### config.mk
export PLATFORM = sky130hd
export DESIGN_NAME = length_prefixed_deframer
export DESIGN_NICKNAME = d
export VERILOG_FILES = /design/src/sv/lpd_pkg.sv /design/src/sv/lpd_core.sv /design/src/sv/length_prefixed_deframer.sv
export SDC_FILE = /design/constraint.sdc
export NUM_CORES = 1
export LEC_CHECK = 0
export BUFFER_PORTS_ARGS = -buffer_cell sky130_fd_sc_hd__buf_4
export CAP_MARGIN = 30
export CORE_ASPECT_RATIO = 1.75
export CORE_MARGIN = 1
export CORE_UTILIZATION = 55
export DETAILED_ROUTE_END_ITERATION = 7
export PLACE_DENSITY = 0.74
export SLEW_MARGIN = 20
export SYNTH_ARGS = -nofsm -noshare
export SYNTH_HDL_FRONTEND = slang
export SYNTH_SLANG_ARGS = --single-unit
### constraint.sdc
create_clock -name clock -period 26.6 [get_ports clock]
set_input_delay 2.66 -clock clock [delete_from_list [all_inputs] [get_ports clock]]
set_output_delay 2.66 -clock clock [all_outputs]
set_load 0.005 [all_outputs]
### src/sv/lpd_pkg.sv
// types and constants of the length prefixed deframer
`timescale 1ns / 1ps

package lpd_pkg;

   // field widths
   localparam int BYTE_W      = 8;
   localparam int KIND_W      = 3;
   localparam int LEN_W       = 32;
   localparam int CNT_W       = 32;
   localparam int MAX_LEN_W   = 16;
   localparam int LEN_BYTES   = LEN_W / BYTE_W;
   localparam int REQ_TDATA_W = BYTE_W;
   localparam int RSP_TDATA_W = BYTE_W + LEN_W + CNT_W + CNT_W;

   // defaults
   localparam logic [MAX_LEN_W-1:0] MAX_LEN_RESET = 16'd512;
   localparam int HEADER_BYTES_DEFAULT = 4;

   // result classification
   typedef enum logic [KIND_W-1:0] {
      KIND_HEADER   = 3'd0,
      KIND_PAYLOAD  = 3'd1,
      KIND_SKIP     = 3'd2,
      KIND_OVERSIZE = 3'd3,
      KIND_EMPTY    = 3'd4,
      KIND_HDR_DONE = 3'd5,
      KIND_RESTART  = 3'd6
   } kind_type;

   // one result word
   typedef struct packed {
      kind_type              kind;
      logic [BYTE_W-1:0]     payload_byte;
      logic                  last;
      logic [LEN_W-1:0]      message_length;
      logic [CNT_W-1:0]      delivered_count;
      logic [CNT_W-1:0]      oversize_count;
   } result_type;

endpackage

### src/sv/lpd_core.sv
// framing state, message counters and per-word classification
`timescale 1ns / 1ps

module lpd_core #(
   parameter int HEADER_BYTES = lpd_pkg::HEADER_BYTES_DEFAULT
) (
   input  logic                              clock,
   input  logic                              reset,
   input  logic                              accept,
   input  logic [lpd_pkg::BYTE_W-1:0]        data_byte,
   input  logic                              restart,
   input  logic [lpd_pkg::MAX_LEN_W-1:0]     max_length,
   output lpd_pkg::result_type               result
);

   localparam int HC_W = (HEADER_BYTES > 1) ? $clog2(HEADER_BYTES) : 1;
   localparam logic [HC_W-1:0] HC_LAST = HC_W'(HEADER_BYTES - 1);

   logic [HC_W-1:0]               hdr_count_ff, hdr_count_in;
   logic [lpd_pkg::LEN_W-1:0]     declared_ff, declared_in;
   logic [lpd_pkg::LEN_W-1:0]     pay_rem_ff, pay_rem_in;
   logic [lpd_pkg::LEN_W-1:0]     skip_rem_ff, skip_rem_in;
   logic [lpd_pkg::CNT_W-1:0]     delivered_ff, delivered_in;
   logic [lpd_pkg::CNT_W-1:0]     oversize_ff, oversize_in;
   logic [lpd_pkg::LEN_W-1:0]     hdr_len;

   // length with this word placed in its byte lane; first header byte starts fresh
   always_comb begin
      hdr_len = (hdr_count_ff == '0) ? '0 : declared_ff;
      for (int i = 0; i < lpd_pkg::LEN_BYTES; i++) begin
         if (int'(hdr_count_ff) == i) begin
            hdr_len[i*lpd_pkg::BYTE_W +: lpd_pkg::BYTE_W] = data_byte;
         end
      end
   end

   // next state and result for the word at the input
   always_comb begin
      hdr_count_in = hdr_count_ff;
      declared_in  = declared_ff;
      pay_rem_in   = pay_rem_ff;
      skip_rem_in  = skip_rem_ff;
      delivered_in = delivered_ff;
      oversize_in  = oversize_ff;
      result.kind           = lpd_pkg::KIND_HEADER;
      result.payload_byte   = '0;
      result.last           = 1'b0;
      result.message_length = '0;

      if (restart) begin
         hdr_count_in = '0;
         declared_in  = '0;
         pay_rem_in   = '0;
         skip_rem_in  = '0;
         result.kind  = lpd_pkg::KIND_RESTART;
      end else if (skip_rem_ff != '0) begin
         skip_rem_in           = skip_rem_ff - 1'b1;
         result.kind           = lpd_pkg::KIND_SKIP;
         result.message_length = declared_ff;
      end else if (pay_rem_ff != '0) begin
         pay_rem_in            = pay_rem_ff - 1'b1;
         result.kind           = lpd_pkg::KIND_PAYLOAD;
         result.payload_byte   = data_byte;
         result.message_length = declared_ff;
         if (pay_rem_ff == lpd_pkg::LEN_W'(1)) begin
            result.last  = 1'b1;
            delivered_in = delivered_ff + 1'b1;
         end
      end else begin
         declared_in = hdr_len;
         if (hdr_count_ff != HC_LAST) begin
            hdr_count_in = hdr_count_ff + 1'b1;
            result.kind  = lpd_pkg::KIND_HEADER;
         end else begin
            hdr_count_in = '0;
            if (hdr_len > {{(lpd_pkg::LEN_W - lpd_pkg::MAX_LEN_W){1'b0}}, max_length}) begin
               oversize_in           = oversize_ff + 1'b1;
               skip_rem_in           = hdr_len;
               result.kind           = lpd_pkg::KIND_OVERSIZE;
               result.message_length = hdr_len;
            end else if (hdr_len == '0) begin
               result.kind = lpd_pkg::KIND_EMPTY;
            end else begin
               pay_rem_in            = hdr_len;
               result.kind           = lpd_pkg::KIND_HDR_DONE;
               result.message_length = hdr_len;
            end
         end
      end

      result.delivered_count = delivered_in;
      result.oversize_count  = oversize_in;
   end

   // state registers, advanced once per accepted word
   always_ff @(posedge clock) begin
      if (reset) begin
         hdr_count_ff <= '0;
         declared_ff  <= '0;
         pay_rem_ff   <= '0;
         skip_rem_ff  <= '0;
         delivered_ff <= '0;
         oversize_ff  <= '0;
      end else if (accept) begin
         hdr_count_ff <= hdr_count_in;
         declared_ff  <= declared_in;
         pay_rem_ff   <= pay_rem_in;
         skip_rem_ff  <= skip_rem_in;
         delivered_ff <= delivered_in;
         oversize_ff  <= oversize_in;
      end
   end

endmodule

### src/sv/length_prefixed_deframer.sv
// top level of the length prefixed deframer
`timescale 1ns / 1ps
//
// Splits a byte stream into messages framed as a HEADER_BYTES little-endian
// length followed by that many payload bytes.
// req: one stream byte per word (tdata), tuser high restarts the framing and
// the byte is dropped. rsp: one word per accepted req word, classifying it
// (tuser kind), with payload byte, message length and the two message
// counters in tdata; tlast marks the final payload byte of a message.
// csr: a write sets max_length; longer messages are counted and skipped.
// The result word is registered in the output register, or first in the skid
// register while rsp stalls. Throughput: one word per cycle while the skid
// register is empty; the framing core updates its state once per accepted word.
// Reset clears framing state and both counters and sets max_length to 512.
// When rsp stalls, one more req word is held in a skid register, after which
// req_tready drops until rsp_tready returns; nothing is lost or repeated.
//
module length_prefixed_deframer #(
   parameter int HEADER_BYTES = lpd_pkg::HEADER_BYTES_DEFAULT
) (
   input  logic                                 clock,
   input  logic                                 reset,
   // req_tdata: data_byte [7:0]
   input  logic [lpd_pkg::REQ_TDATA_W-1:0]      req_tdata,
   // req_tuser: restart [0]
   input  logic                                 req_tuser,
   input  logic                                 req_tvalid,
   output logic                                 req_tready,
   // rsp_tdata: payload_byte [7:0], message_length [39:8],
   // delivered_count [71:40], oversize_count [103:72]
   output logic [lpd_pkg::RSP_TDATA_W-1:0]      rsp_tdata,
   // rsp_tuser: kind [2:0]
   output logic [lpd_pkg::KIND_W-1:0]           rsp_tuser,
   output logic                                 rsp_tlast,
   output logic                                 rsp_tvalid,
   input  logic                                 rsp_tready,
   input  logic                                 csr_wr_en,
   input  logic [lpd_pkg::MAX_LEN_W-1:0]        csr_wr_data
);

   logic [lpd_pkg::MAX_LEN_W-1:0] max_len_ff;
   lpd_pkg::result_type           core_result;
   lpd_pkg::result_type           rsp_ff, rsp_in;
   lpd_pkg::result_type           skid_ff, skid_in;
   logic                          rsp_valid_ff, rsp_valid_in;
   logic                          skid_valid_ff, skid_valid_in;
   logic                          accept;
   logic                          rsp_free;

   assign req_tready = !skid_valid_ff;
   assign accept     = req_tvalid && req_tready;
   assign rsp_free   = !rsp_valid_ff || rsp_tready;

   // framing core
   lpd_core #(
      .HEADER_BYTES (HEADER_BYTES)
   ) u_core (
      .clock      (clock),
      .reset      (reset),
      .accept     (accept),
      .data_byte  (req_tdata),
      .restart    (req_tuser),
      .max_length (max_len_ff),
      .result     (core_result)
   );

   // output register and skid stage steering
   always_comb begin
      rsp_in        = rsp_ff;
      skid_in       = skid_ff;
      rsp_valid_in  = rsp_valid_ff;
      skid_valid_in = skid_valid_ff;
      if (rsp_free) begin
         if (skid_valid_ff) begin
            rsp_in        = skid_ff;
            rsp_valid_in  = 1'b1;
            skid_valid_in = 1'b0;
         end else begin
            rsp_in       = core_result;
            rsp_valid_in = accept;
         end
      end else if (accept) begin
         skid_in       = core_result;
         skid_valid_in = 1'b1;
      end
   end

   // control registers
   always_ff @(posedge clock) begin
      if (reset) begin
         max_len_ff    <= lpd_pkg::MAX_LEN_RESET;
         rsp_valid_ff  <= 1'b0;
         skid_valid_ff <= 1'b0;
      end else begin
         if (csr_wr_en) begin
            max_len_ff <= csr_wr_data;
         end
         rsp_valid_ff  <= rsp_valid_in;
         skid_valid_ff <= skid_valid_in;
      end
   end

   // payload registers
   always_ff @(posedge clock) begin
      rsp_ff  <= rsp_in;
      skid_ff <= skid_in;
   end

   assign rsp_tvalid = rsp_valid_ff;
   assign rsp_tuser  = rsp_ff.kind;
   assign rsp_tlast  = rsp_ff.last;
   assign rsp_tdata  = {rsp_ff.oversize_count, rsp_ff.delivered_count,
                        rsp_ff.message_length, rsp_ff.payload_byte};

endmodule

==> results of run 1 <==
==> critical path, cell delays in order <==
cell	delay [ps]
buf_4	150
a21oi_1	440
inv_1	120
ha_1	310
nand4_1	190
or4_1	630
a21oi_1	180
nor4_1	100
o21ai_0	320
buf_4	290
nand4_1	400
buf_8	310
or4_1	390
a21oi_1	180
==> cell usage in the layout, fill, tap and decap left out, types with 13 or more instances in the layout <==
| cell | instances |
|---|---|
| xor2_1 | 55 |
| nor3b_1 | 15 |
| ha_1 | 26 |
| dfxtp_1 | 180 |
| nand4_1 | 45 |
| o211ai_1 | 22 |
| buf_4 | 173 |
| o31ai_1 | 20 |
| a211oi_1 | 13 |
| mux2_2 | 100 |
| and3_1 | 19 |
| o21ai_0 | 100 |
| and2_1 | 17 |
| nor2_1 | 201 |
| nand3_1 | 57 |
| a21oi_1 | 160 |
| nor4_1 | 26 |
| or3_1 | 50 |
| clkbuf_16 | 39 |
| inv_1 | 57 |
| nand2_1 | 145 |
| edfxtp_1 | 216 |
| mux2i_1 | 22 |
| nor3_1 | 85 |
| xnor2_1 | 40 |
| or4_1 | 19 |
==> metrics by stage <==
step / setup WS [ps] / cells
CTS: 20000 / 2538
finish: 20360 / 2542
global route: 20090 / 2542
global placement: 19660 / 2468
detailed placement: 19430 / 2471
floorplan: 15790 / 1957
==> power by group through the flow <==
| stage | combinational, W | sequential, W | clock, W |
|---|---|---|---|
| 5_1_grt | 0.00140 | 0.000776 | 0.000574 |
| 2_1_floorplan | 0.000825 | 0.000765 | 0 |
| 4_1_cts | 0.00127 | 0.000767 | 0.000556 |
| 3_5_place_dp | 0.00126 | 0.000780 | 0 |
| 3_3_place_gp | 0.00126 | 0.000777 | 0 |
| 6_report | 0.00132 | 0.000770 | 0.000547 |
==> metal layers <==
layer | track usage (%) | part of all wire [%] | vias to the layer above
met2 | 56.3 | 50 | 712
met3 | 5.03 | 6.1 | 212
met5 | 0 | 0 | -
met1 | 36.8 | 36 | 7691
met4 | 23.9 | 8.3 | 0
li1 | - | - | 7377
==> worst min path at each step <==
stage          depth (start not counted)               endpoint                  start
6_report                               2  u_core.skip_rem_ff[1]  u_core.skip_rem_ff[1]
5_1_grt                                2  u_core.skip_rem_ff[1]  u_core.skip_rem_ff[1]
4_1_cts                                2  u_core.skip_rem_ff[1]  u_core.skip_rem_ff[1]
3_5_place_dp                           2  u_core.skip_rem_ff[1]  u_core.skip_rem_ff[1]
3_3_place_gp                           2  u_core.pay_rem_ff[15]  u_core.pay_rem_ff[15]
2_1_floorplan                          2  u_core.pay_rem_ff[15]  u_core.pay_rem_ff[15]
==> registers in the layout, indices dropped and copies added, names as in the netlist <==
signal               count
u_core.skip_rem_ff      32
skid_valid_ff            1
rsp_tuser                3
rsp_tdata              104
skid_ff                108
u_core.oversize_ff      32
u_core.declared_ff      32
rsp_tlast                1
rsp_tvalid               1
u_core.pay_rem_ff       32
u_core.hdr_count_ff      2
max_len_ff              16
u_core.delivered_ff     32
==> area by class of cell <==
cell class | count | area share [%]
Clock buffer | 50 | 4.68
Inverter | 60 | 1.03
Clock inverter | 17 | 0.875
Sequential cell | 396 | 45.5
Multi-Input combinational cell | 1381 | 39.1
Timing Repair Buffer | 178 | 6.21
Tap cell | 460 | 2.60
==> logic make-up (layout without fill, tap and decap cells) <==
logic type	after synthesis	count (layout)
AOI/OAI and AO/OA	412	412
and+or+nand+nor	726	726
buffers and inverters	180	305
DFF	396	396
adders and majority gates	26	26
xor gates and xnor gates	95	95
muxes	122	122
==> summary.md, run 1 <==
| Metric | Value |
|---|---|
| Vias | approximately 16,000 |
| Share of layout cells above drive strength 1 | around 17% |
| Power per cell area | approximately 120 nW/um2 |
| Clock Pin Slew Worst Setup and Hold Paths | about 70 ps |
| Worst-Skew Late Latency | 550 ps |
| Mapped Area | slightly below 20,000 um2 |
| Slew headroom | approximately a third |
| Worst Setup Start Kind | input pin |
| Power Total | roughly 0.0026 W |
| VDD IR max | ~0.13 mV |
| Comb power frac | approximately 50% |
| HP Class | flip-flop to flip-flop |
| N_diodes | 0 |
| Area grow syn2layout | 14.2% |
| Buffers on Ports | 139 |
| Post-DP Area | between 20,000 and 25,000 um2 |
| Post-synthesis mux area share | between 6 and 7% |
| Endpoints failing hold | 0 |
| Register Area | about 10,000 um2 |
| Vias in the first global route | around 16,000 |
| P_int | about 0.0014 W |
| Core area | approximately 35,000 um2 |
| Distinct cell type count after synthesis | 71 |
| Yosys top cell area share | about a third |
| Cell taking the most area after synthesis | edfxtp_1 |
| Mean post-synth cell area | 9.92 um2 |
| Routability cong. | ~1.0 |
| DIE AREA | 36,100 um2 |
| Crit path to | u_core.oversize_ff[15] |
| Maximum clock insertion buffer count | 3 |
| Final-layout fill cell count | around 2,800 |
| Switching Share | about 46% |
| Number of gates resized after CTS | 0 |
| H-tree depth | 2 |
| DR vias/cell | 6.29 |
| Synth Area in Simple Gates | 18.6% |
| Wirelength per Cell | around 23 um |
| Slew @ Worst Pin | approximately 960 ps |
| Mapped Cells | about 2,000 |
| LEAKAGE | around 8.4 nW |
| NetSw | approximately 0.0012 W |
| First-pass GRT wire length | approximately 90,000 um |
| DRC viols | 0 |
| Setup violators final | 0 |
| Rows | 90 |
| Area of the multi-input gates | ~8700 um2 |
| R2R depth | 16 |
| # IOs | 140 |
| Clock power share | between 20% and 30% |
| Sequential share of power | just under 30% |
| Slew Viols, Final | 0 |
| # hold bufs at CTS | 0 |
| Antenna Nets Post-Route | 0 |
| 1st-pass router iterations | 5 |
| Crit path from | req_tdata[7] |
| Final core occ | between 60% and 70% |
| RSZ-0062 raised after global routing | false |
| Root buffer cell | clkbuf_16 |
| Top post-synthesis cells by area | edfxtp_1, dfxtp_1, mux2_2, a21oi_1, nor2_1 |
| CTS sink cnt | 396 |
| Initial drt markers | 1,252 |
| Setup crit end kind | flip-flop |
| Period utilization | about a quarter |
| Xor and xnor area share after synthesis | 4.29% |
| Fin Setup TNS | 0 ps |
| # Max-Cap Violations | 0 |
| Adder-cell share of the synthesized area | approximately 1.7% |
| Compound-gate portion of the synthesized area | between 10% and 20% |
| Total GRT Usage | 33.0% |
| Largest family of logic cells by synthesized area | simple AND/OR/NAND/NOR gates |
| Count leader, synth | edfxtp_1 |
| Most used DFF post-synth | edfxtp_1 |
| Starting density of the core | between 50% and 60% |
| Worst Path Max Fanout | 22 |
| Skew final | 26.7 ps |
| R2R Path Start | u_core.hdr_count_ff[0] |
| Tmin final | about 6200 ps |
| Highest Clock Rate | approximately 0.16 GHz |
| CP Class | input pin to flip-flop |
| Fin area | 22,200 um2 |
| Antenna violations before repair | 2 |
| Largest net degree at the start of global routing | 87 |
| Req. time, crit path | roughly 27,000 ps |
| Number of synthesis warnings | 0 |
| HPWL Detailed | a little over 40,000 um |
| Post-Route WL | 58,300 um |
| Die X | 144 um |
| Status | complete, no violations |
| Global route total overflow | 0 |
| Arrival time worst endpoint | roughly 6700 ps |
| Nets | 2,111 |
| Seq cells post-synth | a little under 400 |
| RR Endpoint | u_core.oversize_ff[15] |
| Final hold slack | 486 ps |
| Die Ht | 251 um |
| TritonCTS Buffers | 38 |
| CTS tree | yes |
| Ys async rst share | 0% |
| Reg2Reg Setup Slack | between 20,000 and 25,000 ps |
| Post-synth EDFFs | 216 |
| Syn Nets | 2,013 |
| Synth top cells by count | edfxtp_1, nor2_1, dfxtp_1, a21oi_1, nand2_1 |
| Seq/Total Area, Yosys | 52.0% |
| Post-CTS Setup Repair Bufs | 0 |
Note: power is estimated with default switching activity, not from simulation.
==> run 2, diff against run 1 <==
--- a/config.mk
+++ b/config.mk
@@ -11,7 +11,7 @@
 export CORE_MARGIN = 1
 export CORE_UTILIZATION = 55
 export DETAILED_ROUTE_END_ITERATION = 7
-export PLACE_DENSITY = 0.74
+export PLACE_DENSITY = 0.77
 export SLEW_MARGIN = 20
 export SYNTH_ARGS = -nofsm -noshare
 export SYNTH_HDL_FRONTEND = slang
==> constraint.sdc (replaced) <==
create_clock -name clock -period 5.1 [get_ports clock]
set_input_delay 0.51 -clock clock [delete_from_list [all_inputs] [get_ports clock]]
set_output_delay 0.51 -clock clock [all_outputs]
set_load 0.005 [all_outputs]
==> run 2 against run 1 <==
Against the previous run: clock-buffer cell count shrank 7; sequential power rose to 5.2 times the previous value; clock power increased to 5.2 times the previous value; routed wire length increased by 1.7%; setup slack got worse by 20000 ps; sequential cell count is the same; via count increased by 2.5%; die area did not move; sequential share of layout area is 0.38 points lower; register-to-register slack worse by 21000 ps; design area is 0.84% higher; critical path type is now flip-flop to flip-flop; largest cell class unchanged; largest power group unchanged.
==> summary.md, run 2 (synthesis results as in run 1) <==
| Metric | Value |
|---|---|
| CTS sink cnt | 396 |
| Buffers on Ports | 139 |
| Commonest non-fill, non-tap cell in the layout | edfxtp_1 |
| DIE AREA | ~36,000 um2 |
| DRC viols | 0 |
| Worst Setup Start Kind | flip-flop |
| Endpoints failing hold | 0 |
| Final-layout fill cell count | 2,760 |
| Area grow syn2layout | 15.2% |
| N_diodes | 0 |
| CP Class | flip-flop to flip-flop |
| Die X | about 140 um |
| Clock Pin Slew Worst Setup and Hold Paths | ~70 ps |
| Post-Route WL | roughly 59,000 um |
| Arrival time worst endpoint | 5320 ps |
| Setup violators final | 0 |
| Slew headroom | between 10% and 20% |
| # IOs | 140 |
| DR vias/cell | roughly 6.4 |
| Vias | 16,400 |
| Antenna Nets Post-Route | 0 |
| Rows | 90 |
| Tmin final | ~4900 ps |
| Routability cong. | about 1 |
| Largest net degree at the start of global routing | 83 |
| Global route total overflow | 0 |
| TritonCTS Buffers | 37 |
| Post-CTS Setup Repair Bufs | 0 |
| Wirelength per Cell | ~23 um |
| # Max-Cap Violations | 0 |
| Period utilization | between 90% and 100% |
| H-tree depth | 2 |
| Slew Viols, Final | 0 |
| Max incr delay on CP | roughly 660 ps |
| First-pass GRT wire length | 90,700 um |
| Fin Setup TNS | 0 ps |
| Highest Clock Rate | about 0.2 GHz |
| Worst path most repeated cell | or4_1 |
| Commonest non-fill, non-tap cells in the layout | edfxtp_1, buf_4, nor2_1, dfxtp_1, a21oi_1 |
| # hold bufs at CTS | 0 |
| Max reg flops | 108 |
| Worst-Skew Late Latency | approximately 550 ps |
| Antenna violations before repair | 0 |
| 1st-pass router iterations | 5 |
| Total GRT Usage | 33.4% |
| HP Class | input pin to flip-flop |
| Hold_sp | csr_wr_data[9] |
| Starting density of the core | roughly 56% |
| WP buf/inv | 3 |
| Maximum clock insertion buffer count | 3 |
| Power per cell area | a little over 600 nW/um2 |
| Skew final | slightly above 20 ps |
| Fin area | 22,400 um2 |
| Nets | roughly 2,100 |
| Worst Path Max Fanout | 33 |
| LEAKAGE | around 8.5 nW |
| Vias in the first global route | around 16,000 |
| Critical path's top delay family | simple AND/OR/NAND/NOR gates |
| Status | complete, no violations |
| R2R Path Start | u_core.hdr_count_ff[1] |
| Die Ht | between 200 and 300 um |
| Largest register by flop count | skid_ff |
| Crit path from | u_core.hdr_count_ff[1] |
| VDD IR max | around 0.53 mV |
| Req. time, crit path | ~5500 ps |
| Slew @ Worst Pin | roughly 1300 ps |
| Setup crit end kind | flip-flop |
| CTS tree | yes |
| Root buffer cell | clkbuf_16 |
| RSZ-0062 raised after global routing | false |
| Core area | ~35,000 um2 |
| Share of layout cells above drive strength 1 | 18.6% |
| Post-DP Area | around 21,000 um2 |
| Slowest CP cell | or4_1 |
| Initial drt markers | 1,399 |
| HPWL Detailed | roughly 42,000 um |
| Critical Path, Cell by Cell | inv_1 -> ha_2 -> nor3b_1 -> a21oi_1 -> inv_1 -> ha_1 -> nand4_1 -> or4_1 -> a21oi_1 -> or4_1 -> a21boi_2 -> buf_12 -> or4_1 -> or4_1 -> a21oi_1 |
[run 2: repair_timing]
| item | in CTS | in global routing |
|---|---|---|
| hold endpoints to repair | 0 | 0 |
| setup endpoints to repair | 0 | 3 |
| gates resized for setup | 0 | 1 |
[run 2: final timing paths]
kind                                                to  slack (ps)  cells past startpoint
worst max-delay path            u_core.oversize_ff[29]         220                     15
worst min-delay path                     max_len_ff[9]         180                      3
worst max register to register  u_core.oversize_ff[29]         220                     15
worst min register to register  u_core.skip_rem_ff[21]         490                      2
[run 2: worst register-to-register path, stage by stage (launching register included)]
cell	delay, ps
dfxtp_1	350
inv_1	130
ha_2	400
nor3b_1	90
a21oi_1	370
inv_1	160
ha_1	330
nand4_1	170
or4_1	630
a21oi_1	210
or4_1	200
a21boi_2	90
buf_12	170
or4_1	680
or4_1	550
a21oi_1	260
[run 2: where the power goes]
| group | leakage [nW] | internal [W] | switching, W |
|---|---|---|---|
| sequential | 3.63 | 0.00372 | 0.000299 |
| clock | 0.590 | 0.00161 | 0.00126 |
| combinational | 4.26 | 0.00217 | 0.00480 |
| total | 8.48 | 0.00750 | 0.00635 |
[run 2: cell type report]
type | count | area, um2 | share of cell area [%]
clock inverter | 25 | 289 | 1.29
tap | 460 | 576 | 2.57
inverter | 60 | 228 | 1.02
clock buffer | 43 | 948 | 4.24
multi-input combinational | 1381 | 8670 | 38.8
timing repair buffer | 204 | 1560 | 6.96
sequential | 396 | 10100 | 45.1
[run 2: metal layers]
layer / GRT usage (%) / up-vias / part of all wire [%]
met5: 0 / - / 0
met4: 25.8 / 0 / 8.8
met3: 5.24 / 266 / 6.6
met2: 57.0 / 809 / 50
met1: 36.7 / 7864 / 35
li1: - / 7446 / -
[run 2: through the flow]
| stage | worst slack (ps) | hold WS, ps | std cells | utilization (%) | total power [W] |
|---|---|---|---|---|---|
| 2_1_floorplan | 432 | 449 | 1957 | - | 0.00829 |
| 3_3_place_gp | 416 | 473 | 2501 | 61.1 | 0.0107 |
| 3_5_place_dp | 259 | 481 | 2501 | 61.1 | 0.0108 |
| 4_1_cts | 145 | 172 | 2569 | 64.7 | 0.0136 |
| 5_1_grt | 2.18 | 186 | 2569 | 64.7 | 0.0145 |
| 6_report | 221 | 181 | 2569 | 64.7 | 0.0138 |
